`src/design/hnq_pkg.sv`:
```
package hnq_pkg;

    // Default grid side; the top level hands it down as a parameter
    localparam int MAP_SIDE_DEF = 256;

    // Configuration port shape
    localparam int CFG_W     = 24;
    localparam int CFG_IDX_W = 3;

    // Register indexes
    localparam logic [CFG_IDX_W-1:0] CFG_MAP_SIDE   = 3'd0;
    localparam logic [CFG_IDX_W-1:0] CFG_MAX_HEIGHT = 3'd1;
    localparam logic [CFG_IDX_W-1:0] CFG_CELLS_UNIT = 3'd2;
    localparam logic [CFG_IDX_W-1:0] CFG_ORIGIN_X   = 3'd3;
    localparam logic [CFG_IDX_W-1:0] CFG_ORIGIN_Z   = 3'd4;
    localparam logic [CFG_IDX_W-1:0] CFG_ORIGIN_Y   = 3'd5;

    // Operation codes carried in the mode field
    localparam logic [1:0] MODE_WRITE  = 2'd0;
    localparam logic [1:0] MODE_HEIGHT = 2'd1;
    localparam logic [1:0] MODE_NORMAL = 2'd2;
    localparam logic [1:0] MODE_NONE   = 2'd3;

    // Status of the normalize unit
    typedef struct packed {
        logic busy;
        logic done;
    } t_nu_sts;

endpackage

```
`src/design/hnq_norm.sv`:
```
module hnq_norm
    import hnq_pkg::*;
(
    input  logic               i_clk,
    input  logic               i_rst_n,
    input  logic               i_start,
    input  logic [51:0]        i_sum,
    input  logic signed [26:0] i_dx,
    input  logic signed [26:0] i_dz,
    output t_nu_sts            o_sts,
    output logic signed [15:0] o_nx,
    output logic [14:0]        o_ny,
    output logic signed [15:0] o_nz
);

    typedef enum logic [2:0] {N_IDLE, N_SQRT, N_DSET, N_DIV, N_DONE} t_nstate;

    t_nstate            r_state;
    logic [63:0]        r_op;
    logic [33:0]        r_rem;
    logic [31:0]        r_root;
    logic [4:0]         r_cnt;
    logic [1:0]         r_comp;
    logic [31:0]        r_drem;
    logic [15:0]        r_num_lo;
    logic [15:0]        r_q;
    logic signed [26:0] r_dx;
    logic signed [26:0] r_dz;
    logic signed [15:0] r_nx;
    logic [14:0]        r_ny;
    logic signed [15:0] r_nz;

    logic [35:0] sq_w;
    logic [35:0] sq_t;
    logic [25:0] mag;
    logic [47:0] num;
    logic [32:0] dv_w;
    logic [15:0] q_n;
    logic        neg;

    always_comb begin
        sq_w = {r_rem, r_op[63:62]};
        sq_t = {2'b00, r_root, 2'b01};
        case (r_comp)
            2'd0:    mag = r_dx[26] ? 26'(-r_dx) : 26'(r_dx);
            2'd1:    mag = 26'd32768;
            default: mag = r_dz[26] ? 26'(-r_dz) : 26'(r_dz);
        endcase
        neg  = (r_comp == 2'd0) ? r_dx[26] : ((r_comp == 2'd2) ? r_dz[26] : 1'b0);
        num  = {2'b00, mag, 20'b0} + {17'b0, r_root[31:1]};
        dv_w = {r_drem, r_num_lo[15]};
        q_n  = {r_q[14:0], (dv_w >= {1'b0, r_root})};
    end

    always_ff @(posedge i_clk) begin
        if (!i_rst_n) begin
            r_state <= N_IDLE;
        end else begin
            case (r_state)
                N_IDLE: begin
                    if (i_start) begin
                        r_op    <= {i_sum, 12'b0};
                        r_rem   <= '0;
                        r_root  <= '0;
                        r_cnt   <= '0;
                        r_comp  <= '0;
                        r_dx    <= i_dx;
                        r_dz    <= i_dz;
                        r_state <= N_SQRT;
                    end
                end
                N_SQRT: begin
                    // one root bit per cycle
                    if (sq_w >= sq_t) begin
                        r_rem  <= 34'(sq_w - sq_t);
                        r_root <= {r_root[30:0], 1'b1};
                    end else begin
                        r_rem  <= sq_w[33:0];
                        r_root <= {r_root[30:0], 1'b0};
                    end
                    r_op  <= {r_op[61:0], 2'b00};
                    r_cnt <= r_cnt + 5'd1;
                    if (r_cnt == 5'd31) begin
                        r_state <= N_DSET;
                    end
                end
                N_DSET: begin
                    r_drem   <= num[47:16];
                    r_num_lo <= num[15:0];
                    r_q      <= '0;
                    r_cnt    <= '0;
                    r_state  <= N_DIV;
                end
                N_DIV: begin
                    // one quotient bit per cycle
                    if (dv_w >= {1'b0, r_root}) begin
                        r_drem <= 32'(dv_w - {1'b0, r_root});
                    end else begin
                        r_drem <= dv_w[31:0];
                    end
                    r_q      <= q_n;
                    r_num_lo <= {r_num_lo[14:0], 1'b0};
                    r_cnt    <= r_cnt + 5'd1;
                    if (r_cnt == 5'd15) begin
                        case (r_comp)
                            2'd0:    r_nx <= neg ? -signed'(q_n) : signed'(q_n);
                            2'd1:    r_ny <= q_n[14:0];
                            default: r_nz <= neg ? -signed'(q_n) : signed'(q_n);
                        endcase
                        r_comp  <= r_comp + 2'd1;
                        r_state <= (r_comp == 2'd2) ? N_DONE : N_DSET;
                    end
                end
                N_DONE: r_state <= N_IDLE;
                default: r_state <= N_IDLE;
            endcase
        end
    end

    assign o_sts.busy = (r_state != N_IDLE);
    assign o_sts.done = (r_state == N_DONE);
    assign o_nx = r_nx;
    assign o_ny = r_ny;
    assign o_nz = r_nz;

endmodule

```
`config.mk`:
```
export PLATFORM = sky130hd
export DESIGN_NAME = hnq_norm
export DESIGN_NICKNAME = d
export VERILOG_FILES = /design/src/design/hnq_pkg.sv /design/src/design/hnq_norm.sv
export SDC_FILE = /design/constraint.sdc
export NUM_CORES = 1
export LEC_CHECK = 0
export BUFFER_PORTS_ARGS = -buffer_cell sky130_fd_sc_hd__clkbuf_2
export CORE_MARGIN = 5
export CORE_UTILIZATION = 50
export DETAILED_ROUTE_END_ITERATION = 8
export PLACE_DENSITY = 0.72
export SLEW_MARGIN = 5
export SYNTH_ARGS = -nofsm -noshare
export SYNTH_HDL_FRONTEND = slang
export SYNTH_SLANG_ARGS = --single-unit
```
`constraint.sdc`:
```
create_clock -name i_clk -period 10.45 [get_ports i_clk]
set_clock_uncertainty 0.15 [all_clocks]
set_input_delay 0.5225 -clock i_clk [delete_from_list [all_inputs] [get_ports i_clk]]
set_output_delay 0.5225 -clock i_clk [all_outputs]
set_load 0.01 [all_outputs]
```
==> impl_metrics.yaml, run 1 <==
run_status:
  outcome: "completed"
timing:
  timing_hold_violations_final: 0
  setup-tns-final_ns: 0
  relSlewSlack: 0.252
  setup_viol: 0
  slew_violations: 0
  timing_worst_slew_pin_value_ns: 1.11
  maxClockFrequency_mhz: 188
  layout_worst_path_cycle_share: 0.508
  layout_min_cycle_time_ns: 5.31
  grt_setup_unrepaired: "no"
clock_tree:
  tritoncts: "yes"
  cts_max_path_buffers: 3
  post-cts-setup-buffer-count: 0
  clk_pin_slew_worst_paths_ns: 0.06
  clk_root_buffer_cell: "clkbuf_16"
  worstSkewPairLatency_ns: 0.56
  htree_levels: 1
  number_of_buffers_created_by_cts: 31
  numClockSinks: 292
  cts.repair.resized: 0
global_route:
  antenna_found_initial: 0
  grt_first_pass_wirelength_mm: 66.7
  globalRoute.totalOverflow: 0
  grt_max_degree: 85
  gr-usage-all-layers: 0.211
  grt_pass1_vias: 12845
logic_synthesis:
  netlist_top_cells_area: "edfxtp_1 (51%), ha_1 (6.4%), nand2_1 (5.7%)"
  yosys.area.top_type: "edfxtp_1"
  ys.warnings.count: 0
  yosysMostFrequentCell: "edfxtp_1"
  synth_async_sr_flop_share: 0
  synth_area_um2: 17100
  syn_nets: 1870
  synth_seq_cells: 292
  synth_seq_area_share: 0.511
  synth_edf_count: 289
  synth_cell_type_count: 76
  synth_flop_cell: "edfxtp_1"
  syn_avg_cell_area_um2: 10.2
  synthTopCellsByCount: "edfxtp_1 (289), nand2_1 (262), nor2_1 (151), a21oi_1 (95), ha_1 (88)"
  postSynthCellCount: 1671
  netlist.area_leader.share: 0.507
power_and_ir_drop:
  power.leakage_nw: 8.01
  power_per_cell_area_nw_per_um2: 182
  vdd_ir_drop_max_v: 0.000124
setup_path:
  worst_ep_arrival_time_ns: 5.45
  worst-endpoint-required_ns: 10.60
  crit_path_max_fanout: 33
  timing.setup.critical_path_class: "reg -> reg"
  critPathLaunchType: "flop"
  setup.worst_path.end_class: "flop"
route:
  drc_errors: 0
  drt_wl_total_mm: 41.4
  antenna_violating_nets_post_route: 0
  vias: 13045
  iteration_count_of_the_initial_detailed_routing_pass: 5
  avgViaCountPerCell: 5.61
  detail_route.wl_per_cell_um: 17.8
  drt_iter0_drc: 834
cells_and_area:
  count_of_fill_cells_added_during_filler_insertion: 2871
  finished_core_util: 0.589
  post_route_cells_drive_above_1_share: 0.133
  num_antenna_cells: 0
  design.final.nets: 2053
  syn2layout_area_growth_pct: 16.0
floorplanning:
  starting_density_of_the_core: 0.508
  design.portCount: 158
  chipHeight_um: 195
  fp-row-count: 67
  fp.dieW_um: 195
  coreArea_um2: 33700
  die-area_um2: 38000
min_path:
  min-delay-path-class: "in -> reg"
placement:
  place.gp.congestion: 0.893
  hpwlAfterDp_mm: 29.3
  place.port_buffers: 157
job:
  max_cap_viol_count: 0
-- worst max-delay path: stages (launching register included) --
cell	delay, ns
edfxtp_1	0.41
inv_1	0.14
ha_1	0.26
nor2b_1	0.14
o21ai_0	0.19
a21boi_0	0.17
or4_1	0.54
and2_1	0.19
o211ai_1	0.24
a21oi_1	0.18
or2_2	0.61
inv_1	0.91
ha_1	0.36
and2_1	0.25
a21oi_1	0.11
xor2_1	0.18
-- where the power goes --
group | leakage, nW | total (W) | internal [W] | switching (W)
Sequential | 2.72 | 0.00151 | 0.00145 | 0.0000608
Clock | 0.495 | 0.00112 | 0.000664 | 0.000461
Combinational | 4.80 | 0.000988 | 0.000388 | 0.000601
-- per-layer routing --
layer	share of wire	up-vias	wire length (µm)	global-route usage
li1	-	6430	-	-
met1	0.43	6212	17700	0.276
met2	0.49	340	20300	0.366
met3	0.055	63	2300	0.0357
met4	0.027	0	1130	0.0564
met5	0	-	0	0
-- per-stage QoR --
stage / setup slack (ns) / cells / total power, W / cell area, µm² / hold slack (ns)
global placement: 5.34 / 2215 / 0.00246 / 18300 / 0.284
global route: 4.75 / 2326 / 0.00382 / 19900 / 0.0694
floorplan: 2.95 / 1671 / 0.00225 / 17100 / 0.276
CTS: 5.19 / 2326 / 0.00364 / 19900 / 0.0495
finish: 5.14 / 2326 / 0.00362 / 19900 / 0.0744
detailed placement: 5.24 / 2215 / 0.00249 / 18300 / 0.298
-- logic make-up (layout without fill, tap and decap cells) --
| group | count (synthesis) | after routing | synth area share |
|---|---|---|---|
| AOI/OAI and AO/OA | 344 | 344 | 0.130 |
| xor gates and xnor gates | 126 | 126 | 0.0645 |
| adders and majority gates | 90 | 90 | 0.0667 |
| buffers and inverters | 136 | 343 | 0.0311 |
| DFF | 292 | 292 | 0.511 |
| muxes | 40 | 40 | 0.0235 |
| and+or+nand+nor | 643 | 643 | 0.173 |
-- placed cells by master, fill, tap and decap left out, types with 12 or more instances in the layout --
cell,instances
nand2b_1,17
nand2_1,262
a21oi_1,95
edfxtp_1,289
nor2b_1,13
ha_1,88
inv_1,66
o21ai_0,75
nand3_1,36
clkbuf_2,157
and3_1,32
nor2_1,150
or3_1,22
or4_1,12
mux2i_1,39
and2_1,14
dlygate4sd3_1,54
a21o_1,32
clkbuf_16,31
nor3_1,30
xnor2_1,71
xor2_1,55
or2_2,12
a31oi_1,27
o31ai_1,17
-- cell type report --
| type | instances | area (µm²) | area share |
|---|---|---|---|
| Clock buffer | 33 | 783 | 0.0394 |
| Timing Repair Buffer | 220 | 1390 | 0.0702 |
| Tap cell | 448 | 561 | 0.0282 |
| Multi-Input combinational cell | 1243 | 7880 | 0.397 |
| Inverter | 66 | 248 | 0.0125 |
| Clock inverter | 24 | 253 | 0.0127 |
| Sequential cell | 292 | 8740 | 0.440 |
-- what timing repair did --
action | in CTS | in global routing
endpoints found under the hold margin | 54 | 0
hold buffers | 54 | 0
setup endpoints to repair | 0 | 0
-- path summary, 6_finish.rpt --
kind              startpoint       end  slack [ns]  cells after the start
setup / recovery   r_root[1]  o_nz[14]        5.14                     15
hold / removal     i_sum[38]  r_op[50]        0.07                      3
setup reg to reg   r_root[1]  o_nz[14]        5.14                     15
hold reg to reg       r_q[4]   o_ny[5]        0.32                      0
-- state kept, by name (all words and copies together), names as in the netlist --
signal and cells:
r_op 52, r_rem 34, r_drem 32, r_root 32, r_dx 27, r_dz 27, o_nx 16, o_nz 16
r_num_lo 16, o_ny 15, r_q 15, r_cnt 5, r_state 3, r_comp 2
Note: power is estimated with default switching activity, not from simulation.
==> run 2: changes to the inputs <==
--- a/config.mk
+++ b/config.mk
@@ -5,11 +5,12 @@
 export SDC_FILE = /design/constraint.sdc
 export NUM_CORES = 1
 export LEC_CHECK = 0
+export ABC_AREA = 1
 export BUFFER_PORTS_ARGS = -buffer_cell sky130_fd_sc_hd__clkbuf_2
 export CORE_MARGIN = 5
 export CORE_UTILIZATION = 50
 export DETAILED_ROUTE_END_ITERATION = 8
-export PLACE_DENSITY = 0.72
+export PLACE_DENSITY = 0.69
 export SLEW_MARGIN = 5
 export SYNTH_ARGS = -nofsm -noshare
 export SYNTH_HDL_FRONTEND = slang
==> constraint.sdc (replaced) <==
create_clock -name i_clk -period 5 [get_ports i_clk]
set_clock_uncertainty 0.15 [all_clocks]
set_input_delay 0.25 -clock i_clk [delete_from_list [all_inputs] [get_ports i_clk]]
set_output_delay 0.25 -clock i_clk [all_outputs]
set_load 0.01 [all_outputs]
==> run 2 against run 1 <==
  * Critical path depth up 4
  * Clock power grew 130%
  * Global-route usage up 3.2 points
  * Fmax is 34% higher
  * Sequential share of layout area down 3.8 points
  * First-iteration DRC count is 27% higher
  * Sequential cell count stayed put
  * Register-to-register slack got worse by 4.1 ns
  * Total power rose by 130%
  * Wire length is 20% higher
  * Core utilization increased by 1.1 points
==> impl_metrics.yaml, run 2 <==
clock_tree:
  number_of_buffers_created_by_cts: 35
  cts.repair.resized: 0
  clk_pin_slew_worst_paths_ns: 0.06
  tritoncts: "yes"
  worstSkewPairLatency_ns: 0.54
  clk_root_buffer_cell: "clkbuf_16"
  cts_max_path_buffers: 3
  htree_levels: 2
  numClockSinks: 292
cells_and_area:
  finalInstanceArea_um2: 21800
  largest-register: "r_op"
  post_route_cells_drive_above_1_share: 0.110
  count_of_fill_cells_added_during_filler_insertion: 3227
  design.final.nets: 2654
  largest_reg_flops: 52
  area_of_the_multi_input_gates_um2: 8370
  syn2layout_area_growth_pct: 19.3
  register_area_um2: 8740
  mostFrequentLayoutCell: "nand2_1"
  largest_registers: "r_op (52), r_rem (34)"
  most-common-layout-cells: "nand2_1 (589), edfxtp_1 (289), nor2_1 (240), inv_1 (229), clkbuf_2 (157)"
route:
  detail_route.wl_per_cell_um: 16.9
  drt_wl_total_mm: 49.8
  antenna_violating_nets_post_route: 0
  vias: 15784
  drc_errors: 0
  avgViaCountPerCell: 5.35
  iteration_count_of_the_initial_detailed_routing_pass: 6
  drt_iter0_drc: 1063
logic_synthesis:
  synthXorXnorAreaFrac: 0.0327
  multiplexer_area_fraction_after_synthesis: 0
  netlist_top_cells_area: "edfxtp_1 (48%), nand2_1 (12%), ha_1 (6.0%)"
  netlist.area_leader.share: 0.476
  yosys.area.top_type: "edfxtp_1"
  synth_edf_count: 289
  synthTopCellsByCount: "nand2_1 (589), edfxtp_1 (289), nor2_1 (243), inv_1 (229), a21oi_1 (152)"
  synth_top_family_by_area: "simple AND/OR/NAND/NOR gates"
  yosysMostFrequentCell: "nand2_1"
  synth_area_um2: 18200
  synth_compound_gate_area_share: 0.123
  ys.warnings.count: 0
  synth_seq_cells: 292
  synth_flop_cell: "edfxtp_1"
  synthAdderAreaFrac: 0.0626
  synth_async_sr_flop_share: 0
  postSynthCellCount: 2193
  synth_cell_type_count: 53
  synthSimpleGateAreaFrac: 0.237
  synth_seq_area_share: 0.479
  syn_avg_cell_area_um2: 8.31
  syn_nets: 2392
floorplanning:
  design.portCount: 158
  fp-row-count: 70
  fp.dieW_um: 201
  die-area_um2: 40400
  chipHeight_um: 201
  coreArea_um2: 36300
  starting_density_of_the_core: 0.503
global_route:
  gr-usage-all-layers: 0.243
  use_met3: 0.0414
  globalRoute.totalOverflow: 0
  gr-usage-met1: 0.320
  grt_max_degree: 119
  grt_pass1_vias: 15535
  use_met2: 0.405
  grt_first_pass_wirelength_mm: 80.4
  busiest_layer: "met2"
  antenna_found_initial: 1
setup_path:
  critPathLaunchType: "flop"
  critical_path.max_stage_delay_ns: 0.40
  timing.setup.critical_path_class: "reg -> reg"
  critical_path.n_buffers_inverters: 3
  worst_ep_arrival_time_ns: 4.11
  worst_path_dominant_cell_family: "simple AND/OR/NAND/NOR gates"
  regToRegSetupSlack_ns: 1.03
  cpMaxStageDelayCell: "clkinv_1"
  worst-endpoint-required_ns: 5.14
  setup.worst_path.end_class: "flop"
  crit_path_max_fanout: 17
  cell_chain_critical_path: "inv_1, ha_1, nor2_1, clkinv_1, a21oi_1, o21ai_0, o31ai_1, ha_1, a21oi_1, o21ai_0, a21oi_1, nand2_1, nand4_1, nand2_1, inv_1, nor2_1, nand3_1, nand2_1, o21ai_1"
timing:
  maxClockFrequency_mhz: 252
  setup_viol: 0
  hold-worst-slack_ns: 0.0211
  timing_hold_violations_final: 0
  timing_worst_slew_pin_value_ns: 0.981
  layout_worst_path_cycle_share: 0.794
  layout_min_cycle_time_ns: 3.97
  setup-tns-final_ns: 0
  grt_setup_unrepaired: "no"
  slew_violations: 0
  relSlewSlack: 0.344
run_status:
  outcome: "completed"
placement:
  place.port_buffers: 157
  hpwlAfterDp_mm: 35.6
  place.gp.congestion: 0.933
  placed_area_um2: 19500
power_and_ir_drop:
  vdd_ir_drop_max_v: 0.000394
  power_per_cell_area_nw_per_um2: 380
  power.leakage_nw: 9.42
job:
  max_cap_viol_count: 0
min_path:
  min-delay-path-class: "in -> reg"
## run 2: cell count changes after synthesis, moves of 21 or more
cell	change
a21oi_1	+57
and3_1	-33
clkbuf_1	-30
inv_1	+163
mux2i_1	-39
nand2_1	+327
nand3_1	+92
nor2_1	+92
o21ai_0	+63
or3_1	-21
xnor2_1	-37
xor2_1	-21
## run 2: cell type report
cell class | count | area share
antenna | 1 | 0.000115
clock buffer | 39 | 0.0419
clock inverter | 25 | 0.0116
inverter | 237 | 0.0409
multi-input combinational | 1607 | 0.385
sequential | 292 | 0.402
tap | 468 | 0.0269
timing repair buffer | 282 | 0.0921
## run 2: worst paths after layout
check / start / endpoint / cells after the start
min reg2reg: r_q[11] / o_ny[12] / 0
max: r_comp[0] / r_drem[24] / 19
max reg2reg: r_comp[0] / r_drem[24] / 19
min: i_start / r_state[0] / 5
## run 2: cells by family (layout without fill, tap and decap cells)
kind of cell               after synthesis  in the layout
AOI/OAI and AO/OA                      402            402
buffers and inverters                  294            583
other                                    0              1
DFF                                    292            292
adders and majority gates               90             90
and+or+nand+nor                       1047           1047
xor gates and xnor gates                68             68
## run 2: report_power, final
part | switching [W] | leakage [nW] | total, W | internal, W
registers | 0.000116 | 2.72 | 0.00317 | 0.00305
logic | 0.00165 | 6.12 | 0.00251 | 0.000865
clock network | 0.00104 | 0.575 | 0.00258 | 0.00154
total | 0.00281 | 9.42 | 0.00826 | 0.00546
## run 2: worst register-to-register path, stage by stage (launching register included)
cell and delay (ns):
edfxtp_1 0.38, inv_1 0.09, ha_1 0.33, nor2_1 0.19, clkinv_1 0.40, a21oi_1 0.23
o21ai_0 0.11, o31ai_1 0.11, ha_1 0.33, a21oi_1 0.11, o21ai_0 0.24, a21oi_1 0.10
nand2_1 0.11, nand4_1 0.10, nand2_1 0.12, inv_1 0.08, nor2_1 0.27, nand3_1 0.13
nand2_1 0.08, o21ai_1 0.06
## run 2: what timing repair did
item	in CTS	in global routing
hold buffers	107	0
buffers inserted	0	0
endpoints found under the hold margin	109	0
## run 2: layer usage
metal	wire (µm)	part of all wire
met3	2740	0.055
met5	0	0
met1	22000	0.44
met4	1690	0.034
met2	23400	0.47
## run 2: per-stage QoR
step	worst slack, ns	instances	util	total power, W
finish	1.03	2951	0.600	0.00826
global route	0.559	2951	0.600	0.00875
CTS	1.07	2950	0.600	0.00828
detailed placement	1.11	2779	0.538	0.00562
global placement	1.27	2779	0.538	0.00558
floorplan	0.0193	2193	-	0.00499
==> run 3: changes to the inputs <==
--- a/config.mk
+++ b/config.mk
@@ -10,7 +10,7 @@
 export CORE_MARGIN = 5
 export CORE_UTILIZATION = 50
 export DETAILED_ROUTE_END_ITERATION = 8
-export PLACE_DENSITY = 0.69
+export PLACE_DENSITY = 0.71
 export SLEW_MARGIN = 5
 export SYNTH_ARGS = -nofsm -noshare
 export SYNTH_HDL_FRONTEND = slang
==> constraint.sdc (replaced) <==
create_clock -name i_clk -period 3.2 [get_ports i_clk]
set_clock_uncertainty 0.15 [all_clocks]
set_input_delay 0.16 -clock i_clk [delete_from_list [all_inputs] [get_ports i_clk]]
set_output_delay 0.16 -clock i_clk [all_outputs]
set_load 0.01 [all_outputs]
==> run 3 against run 2 <==
  * The flow now finishes with violations (negative setup slack)
  * Critical path depth rose by 2
  * Total power is 71% higher
  * Non-clock buffer count increased by 282
  * Global-route usage grew 1.7 points
  * First-iteration DRC count is 22% higher
  * Wire length rose by 11%
  * Sequential share of layout area decreased by 5.1 points
  * Via count increased by 10%
  * Clock power up 51%
  * Count of clock-buffer cells in the layout decreased by 5
==> impl_metrics.yaml, run 3 (synthesis gave the netlist of run 2 again) <==
cells_and_area:
  largest_registers: "r_op (52), r_rem (34)"
  finalInstanceArea_um2: 24900
  num_antenna_cells: 0
  design.final.nets: 2932
  mostFrequentLayoutCell: "nand2_1"
  most-common-layout-cells: "nand2_1 (555), edfxtp_1 (289), buf_4 (275), nor2_1 (219), inv_1 (207)"
  syn2layout_area_growth_pct: 36.8
  largest-register: "r_op"
  largest_reg_flops: 52
  stdcell_count: 3226
  post_route_cells_drive_above_1_share: 0.262
  finished_core_util: 0.688
placement:
  post-place-ws_ns: -0.374
  place_inst: 3005
  hpwlAfterDp_mm: 38.3
  placed_area_um2: 21400
  place.port_buffers: 157
  place.gp.congestion: 0.938
global_route:
  globalRoute.totalOverflow: 0
  gr-usage-met1: 0.347
  grt_max_degree: 82
  gr-usage-all-layers: 0.260
  grt_first_pass_wirelength_mm: 86.7
  use_met3: 0.0346
  busiest_layer: "met2"
  grt_pass1_vias: 16898
  use_met2: 0.448
  antenna_found_initial: 0
route:
  avgViaCountPerCell: 5.41
  vias: 17441
  iteration_count_of_the_initial_detailed_routing_pass: 5
  detail_route.wl_per_cell_um: 17.2
  drt_wl_total_mm: 55.3
  drt_iter0_drc: 1302
  antenna_violating_nets_post_route: 0
  drc_errors: 0
timing:
  setup-tns-final_ns: -1.43
  timing_hold_violations_final: 0
  grt_setup_unrepaired: "yes"
  setup_viol: 19
  layout_worst_path_cycle_share: 1.04
  maxClockFrequency_mhz: 300
  timing_worst_slew_pin_value_ns: 0.771
  slew_violations: 0
  layout_min_cycle_time_ns: 3.34
  postLayoutSetupSlackWorst_ns: -0.137
  relSlewSlack: 0.486
clock_tree:
  htree_levels: 1
  clk_pin_slew_worst_paths_ns: 0.07
  tritoncts: "yes"
  cts_max_path_buffers: 3
  clk_root_buffer_cell: "clkbuf_16"
  worstSkewPairLatency_ns: 0.59
  numClockSinks: 292
  number_of_buffers_created_by_cts: 31
job:
  max_cap_viol_count: 0
min_path:
  min-delay-path-class: "in -> reg"
setup_path:
  crit_path_max_fanout: 3
  timing.setup.critical_path_class: "reg -> reg"
  critPathLaunchType: "flop"
  setup.worst_path.end_class: "flop"
  worst_ep_arrival_time_ns: 3.51
  worst-endpoint-required_ns: 3.38
floorplanning:
  coreArea_um2: 36300
  die-area_um2: 40400
  fp-row-count: 70
  chipHeight_um: 201
  fp.dieW_um: 201
  design.portCount: 158
  starting_density_of_the_core: 0.503
run_status:
  outcome: "finished with violations"
  violated_checks: "negative setup slack"
power_and_ir_drop:
  power.leakage_nw: 10.9
  vdd_ir_drop_max_v: 0.000630
  power_per_cell_area_nw_per_um2: 566
[run 3: report_power, final]
part | switching [W] | internal [W] | total, W
Sequential | 0.000191 | 0.00477 | 0.00496
Combinational | 0.00305 | 0.00222 | 0.00527
Clock | 0.00156 | 0.00233 | 0.00389
Total | 0.00480 | 0.00932 | 0.0141
[run 3: metal layers]
metal  wire length (µm)  up-vias
li1                   -     8497
met1              23600     8245
met2              27000      572
met3               3040      127
met4               1670        0
met5                  0        -
[run 3: final timing paths]
path	cells past startpoint	slack (ns)	start	endpoint
max	21	-0.14	r_dx[3]	r_drem[18]
min	2	0.14	i_dx[10]	r_dx[10]
max reg2reg	21	-0.14	r_dx[3]	r_drem[18]
min reg2reg	0	0.31	r_q[11]	o_ny[12]
[run 3: area by class of cell]
cell class / instances / area [µm²]
repair buffers: 564 / 4270
well taps: 468 / 586
fillers: 2792 / 11300
clock buffers: 34 / 787
inverters: 237 / 901
flip-flops and latches: 292 / 8740
clock inverters: 24 / 304
multi-input cells: 1607 / 9350
[run 3: what timing repair did]
item | in CTS | in global routing
hold buffers | 110 | 0
hold endpoints to repair | 116 | 0
cloned | 0 | 0
resized for setup | 83 | 162
buffers inserted | 27 | 27
pin swaps | 34 | 66
endpoints found under the setup margin | 28 | 81
[run 3: critical path, cell delays in order (launching register included)]
cell	delay, ns
edfxtp_1	0.41
buf_6	0.14
nor2_4	0.14
nand2_2	0.09
nor2_4	0.14
a21oi_2	0.08
a21oi_1	0.16
o21ai_1	0.11
a21oi_2	0.21
buf_4	0.16
ha_4	0.20
a21oi_4	0.15
o21ai_2	0.07
a21oi_2	0.13
nand2_2	0.10
nand4_1	0.10
nand2_2	0.11
nand2_4	0.11
buf_6	0.10
nand2_2	0.04
o211ai_1	0.10
nand2_1	0.08
[run 3: stage by stage]
stage          hold WS [ns]  total power [W]
6_report              0.135           0.0141
5_1_grt               0.111           0.0149
4_1_cts              0.0946           0.0137
3_5_place_dp          0.189          0.00953
3_3_place_gp          0.187          0.00943
2_1_floorplan         0.109          0.00784
